File: src/rtl/core/lemc_pkg.sv
// Shared types and constants of the line exact match counter.
`default_nettype none

package lemc_pkg;

    localparam int IDX_W   = 3;
    localparam int BPOS_W  = 7;
    localparam int LEN_W   = 7;
    localparam int CHAR_W  = 8;
    localparam int POS_W   = 8;
    localparam int COUNT_W = 32;
    localparam int OUT_PATTERNS = 6;

    // item kinds on the feed channel
    localparam logic KIND_LOAD = 1'b0;
    localparam logic KIND_TEXT = 1'b1;

    localparam logic [CHAR_W-1:0]  NEWLINE_CHAR = 8'd10;
    localparam logic [POS_W-1:0]   POS_MAX      = 8'd255;
    localparam logic [COUNT_W-1:0] COUNT_MAX    = 32'hFFFF_FFFF;

    localparam int QUEUE_DEPTH = 4;
    localparam int QUEUE_PTR_W = 2;
    localparam int QUEUE_CNT_W = 3;

    typedef enum logic [1:0] {
        OP_LOAD,
        OP_TEXT,
        OP_EOL
    } op_t;

    typedef struct packed {
        op_t               op;
        logic [IDX_W-1:0]  index;
        logic [BPOS_W-1:0] bpos;
        logic [LEN_W-1:0]  len;
        logic [CHAR_W-1:0] ch;
    } cmd_t;

endpackage

`default_nettype wire

File: src/rtl/core/lemc_queue.sv
// Short command queue between front and back end.
`default_nettype none

module lemc_queue (
    input  wire            clk,
    input  wire            rst_n,
    input  wire            push,
    input  lemc_pkg::cmd_t push_cmd,
    output logic           full,
    input  wire            pop,
    output lemc_pkg::cmd_t pop_cmd,
    output logic           empty
);

    lemc_pkg::cmd_t                      entry_reg [lemc_pkg::QUEUE_DEPTH];
    logic [lemc_pkg::QUEUE_PTR_W-1:0]    wr_ptr_reg, wr_ptr_next;
    logic [lemc_pkg::QUEUE_PTR_W-1:0]    rd_ptr_reg, rd_ptr_next;
    logic [lemc_pkg::QUEUE_CNT_W-1:0]    count_reg, count_next;

    assign full    = (count_reg == lemc_pkg::QUEUE_CNT_W'(lemc_pkg::QUEUE_DEPTH));
    assign empty   = (count_reg == '0);
    assign pop_cmd = entry_reg[rd_ptr_reg];

    always_comb
    begin
        wr_ptr_next = push ? wr_ptr_reg + 1'b1 : wr_ptr_reg;
        rd_ptr_next = pop ? rd_ptr_reg + 1'b1 : rd_ptr_reg;
        count_next  = count_reg;
        if (push && !pop)
        begin
            count_next = count_reg + 1'b1;
        end
        else if (pop && !push)
        begin
            count_next = count_reg - 1'b1;
        end
    end

    always_ff @(posedge clk or negedge rst_n)
    begin
        if (!rst_n)
        begin
            wr_ptr_reg <= '0;
            rd_ptr_reg <= '0;
            count_reg  <= '0;
        end
        else
        begin
            wr_ptr_reg <= wr_ptr_next;
            rd_ptr_reg <= rd_ptr_next;
            count_reg  <= count_next;
        end
    end

    always_ff @(posedge clk)
    begin
        if (push)
        begin
            entry_reg[wr_ptr_reg] <= push_cmd;
        end
    end

endmodule

`default_nettype wire

File: config.mk
export PLATFORM = sky130hd
export DESIGN_NAME = lemc_queue
export DESIGN_NICKNAME = d
export VERILOG_FILES = /design/src/rtl/core/lemc_pkg.sv /design/src/rtl/core/lemc_queue.sv
export SDC_FILE = /design/constraint.sdc
export NUM_CORES = 1
export LEC_CHECK = 0
export ABC_CLOCK_PERIOD_IN_PS = 2690
export CAP_MARGIN = 40
export CORE_ASPECT_RATIO = 1.1
export CORE_MARGIN = 4
export CORE_UTILIZATION = 60
export CTS_BUF_LIST = sky130_fd_sc_hd__clkbuf_8
export DETAILED_ROUTE_END_ITERATION = 12
export DONT_BUFFER_PORTS = 1
export PLACE_DENSITY = 0.76
export REMOVE_ABC_BUFFERS = 1
export SYNTH_ARGS = -nofsm -noshare
export SYNTH_HDL_FRONTEND = slang
export SYNTH_SLANG_ARGS = --single-unit
File: constraint.sdc
create_clock -name clk -period 2.69 [get_ports clk]
set_input_delay 0.807 -clock clk [delete_from_list [all_inputs] [get_ports clk]]
set_output_delay 0.807 -clock clk [all_outputs]
set_load 0.05 [all_outputs]
; ---- After elaboration in Yosys (flattened, before gate mapping)
; Memories as Yosys holds them, arrays and structs flattened.
; Index checks and enable logic that the tools add are counted.
[totals]
reg_bits = 7
latchBits = 0
ramBits = 108
rom_bits = 0
input_bits = 31
output_inout_bits = 29
elab_cells = 19
mem_count = 1
[classes]
n_addsub = 4
mul = 0
div = 0
order_cmp = 0
eq_ne = 1
shift = 0
n_mux = 4
bitwise = 0
n_reduce_logical = 6
[mem_list]
columns = name, depth, word_bits, read_ports, rd_ports_with_merged_regs, wr, line_no
row1 = entry_reg, 4, 27, 1, 0, 1, lemc_queue.sv:15  ; lemc_pkg::cmd_t entry_reg [lemc_pkg::QUEUE_DEPTH];
[op_table]
columns = operator, n
row1 = $mux 3, 2
row2 = $add 2x1->2 const B, 2
row3 = $add 3x1->3 const B, 1
row4 = $eq 3x3->1 const B, 1
row5 = $logic_not 3->1, 1
row6 = $sub 3x1->3 const B, 1
row7 = $logic_and 1x1->1, 2
row8 = $logic_not 1->1, 2
row9 = $mux 1, 2
row10 = $reduce_bool 2->1, 1

; ---- Depth between registers and ports, before layout
[depth]
word_depth = 4
mapped_depth = 7
depth_no_buf = 7

; ---- Least setup slack after synthesis
; No wires, ideal clock.
[synth_path]
path_kind = register -> output
from = register count_reg[0] (netlist bit)
to = output full
arrival_ps = 1599
t_required_ps = 1883
slack_ps = 284
path_stages_with_launch = 2
path_buffers = 0
cell_sequence = dfrtp_1 -> nor3b_1
[synth_via]
elab_chain_cells = 1
[synth_rtl]
columns = element, line_no
row1 = from (decl), lemc_queue.sv:18  ; logic [lemc_pkg::QUEUE_CNT_W-1:0] count_reg, count_next;
row2 = from (signal assigned), lemc_queue.sv:51  ; count_reg <= count_next;
row3 = $eq 3x3->1, lemc_queue.sv:20  ; assign full = (count_reg == lemc_pkg::QUEUE_CNT_W'(lemc_pkg::QUEUE_DEPTH));
row4 = to (decl), lemc_queue.sv:9  ; output logic full,
; Every way passes these cells.

==> results.json <==
{
  "outcome": "finished, final reports clean",
  "place.gp.congestion": 0.766,
  "cts_hold_buf": 0,
  "rows": 32,
  "drc": 0,
  "hold_violations": 0,
  "synth_top_area_share_pct": 75.4,
  "hold_class": "input pin to async pin",
  "ir_drop_mv": 0.787,
  "yosysSeqAreaShare_pct": 79.5,
  "design_area_um2": 4900,
  "yosysWarnings": 0,
  "fin_crit_sh_pct": 95.1,
  "tightestPinTransition_ps": 291,
  "slew_violations": 0,
  "start_util_pct": 61.4,
  "die_y_um": 96.8,
  "clk_latency_ps": 400,
  "largest_register_ffs": 108,
  "cts_num_sinks": 115,
  "power_density_nw_per_um2": 1280,
  "multi_input_area_um2": 817,
  "htreeDepth": 4,
  "drt_iter0_drc": 94,
  "grt_use_total_pct": 17.6,
  "setup_viol": 0,
  "seqCellArea_um2": 3420,
  "antenna_found_initial": 0,
  "synth_cell_types": 20,
  "grt.overflow.total": 0,
  "port_buffers": 0,
  "syn_avg_cell_area_um2": 24.6,
  "vias": 1789,
  "synth_seq_cells": 115,
  "arrival_ps": 1750,
  "diodes": 0,
  "cts_buffers": 17,
  "route.detailed.wl_per_inst_um": 22.5,
  "slew_headroom_pct": 80.7,
  "required_ps": 1880,
  "worst_hold_slack_ps": 94.0,
  "die_area_um2": 8590,
  "ant_nets": 0,
  "synth_area_um2": 4300,
  "cts-root-buf": "clkbuf_8",
  "syn-instance-count": 175,
  "die_width_um": 88.7,
  "endpoint_kind": "output port",
  "post_dp_cell_area_um2": 4480,
  "start_kind": "register",
  "grt_pass1_wl_um": 10700,
  "io-pin-count": 60,
  "yosys.area.top_type": "edfxtp_1",
  "tritoncts": "built",
  "avgViaCountPerCell": 5.92,
  "fmax_mhz": 391,
  "synth_area_leaders": "edfxtp_1 75%, mux4_2 14%, dfrtp_1 4.1%, ha_1 1.5%, xor2_1 0.81%",
  "grt_pass1_vias": 1993,
  "wirelength_um": 6800,
  "crit_type": "register to output port",
  "crit_path_max_fanout": 18,
  "skew_ps": 8.11,
  "n_fill_cell": 412,
  "maxCapViolCount": 0,
  "rsz0062_at_grt": "false",
  "reg2reg_depth": 4,
  "dp_hpwl_um": 4530,
  "cts_buffer_depth": 2,
  "core_um2": 7010,
  "grt_max_degree": 19,
  "leakage_nw": 1.66,
  "fin_crit_ps": 2560,
  "clkTransAtPathRegs_ps": 70,
  "firstDrtPassIters": 4,
  "nNetsFinal": 241,
  "utilization_pct": 69.9,
  "area_growth_syn_to_layout_pct": 13.9,
  "drive_above_1_share_pct": 34.6
}
==> path summary, 6_finish.rpt <==
check	from	to	slack, ps
max in group asynchronous	rst_n	rd_ptr_reg[0]	2510
min reg2reg	count_reg[2]	count_reg[2]	490
max	rd_ptr_reg[0]	pop_cmd[11]	130
min in group clk	push	wr_ptr_reg[0]	490
min	rst_n	wr_ptr_reg[1]	90
max reg2reg	count_reg[0]	count_reg[2]	1270
==> critical path: stages (launching register included) <==
cell and delay, ps:
dfrtp_4 460, buf_12 200, mux4_2 690
==> routing by layer <==
metal	track usage, %	wire length, µm
met1	20.5	2510
met2	28.6	3760
met3	7.67	490
met4	6.28	43
met5	0	0
==> area by class of cell <==
| type | count | area share (%) |
|---|---|---|
| flip-flops and latches | 115 | 69.9 |
| multi-input cells | 50 | 16.7 |
| clock buffers | 20 | 5.62 |
| repair buffers | 16 | 2.96 |
| clock inverters | 12 | 2.35 |
| well taps | 85 | 2.17 |
| inverters | 4 | 0.307 |
==> cells in the mapped netlist <==
library cell,n
nand2_1,2
buf_2,3
edfxtp_1,108
dfrtp_1,7
mux4_1,1
mux4_2,26
xor2_1,4
fa_1,1
mux2_2,1
nor2_1,1
nor3_1,1
o21ai_0,1
buf_12,1
buf_6,1
ha_1,5
xnor2_1,2
buf_4,1
and2_1,4
nor3b_1,1
inv_1,4
==> logic make-up (layout without fill, tap and decap cells) <==
| kind of cell | count (synthesis) | count (layout) | share of synthesized area (%) |
|---|---|---|---|
| adders and majority gates | 6 | 6 | 1.92 |
| DFF | 115 | 115 | 79.5 |
| xor gates and xnor gates | 6 | 6 | 1.22 |
| buffers and inverters | 10 | 52 | 1.60 |
| AOI/OAI and AO/OA | 1 | 1 | 0.116 |
| muxes | 28 | 28 | 14.5 |
| and+or+nand+nor | 9 | 9 | 1.13 |
==> report_power, final <==
group          internal (mW)  switching [mW]  leakage, nW
combinational          0.677            1.59        0.380
clock                  0.881           0.623        0.203
sequential              2.36           0.132         1.07
==> metrics by stage <==
step | TNS (ps) | power, mW | worst slack, ps | instances
after floorplan | -4280 | 4.37 | -295 | 169
final | 0 | 6.26 | 132 | 302
after detailed placement | 0 | 4.78 | 327 | 268
after global placement | 0 | 4.69 | 352 | 268
after global routing | 0 | 6.53 | 52.6 | 302
after CTS | 0 | 6.33 | 102 | 302
==> cell usage in the layout (no fill, tap or decap) <==
cell type / count
and2_1: 4
buf_12: 2
buf_4: 14
bufinv_16: 2
clkbuf_8: 20
clkinv_2: 5
clkinvlp_4: 3
dfrtp_1: 6
dfrtp_4: 1
edfxtp_1: 108
fa_1: 1
ha_1: 5
inv_1: 6
mux2_2: 1
mux4_1: 1
mux4_2: 26
nand2_1: 2
nor2_1: 1
nor3_1: 1
nor3b_2: 1
o21ai_0: 1
xnor2_1: 2
xor2_1: 4
==> repair_timing <==
item	4_1_cts	5_1_grt
setup buffers	2	0
endpoints found under the setup margin	18	0
gates resized for setup	1	0
Power figures use the tool's default switching activity.
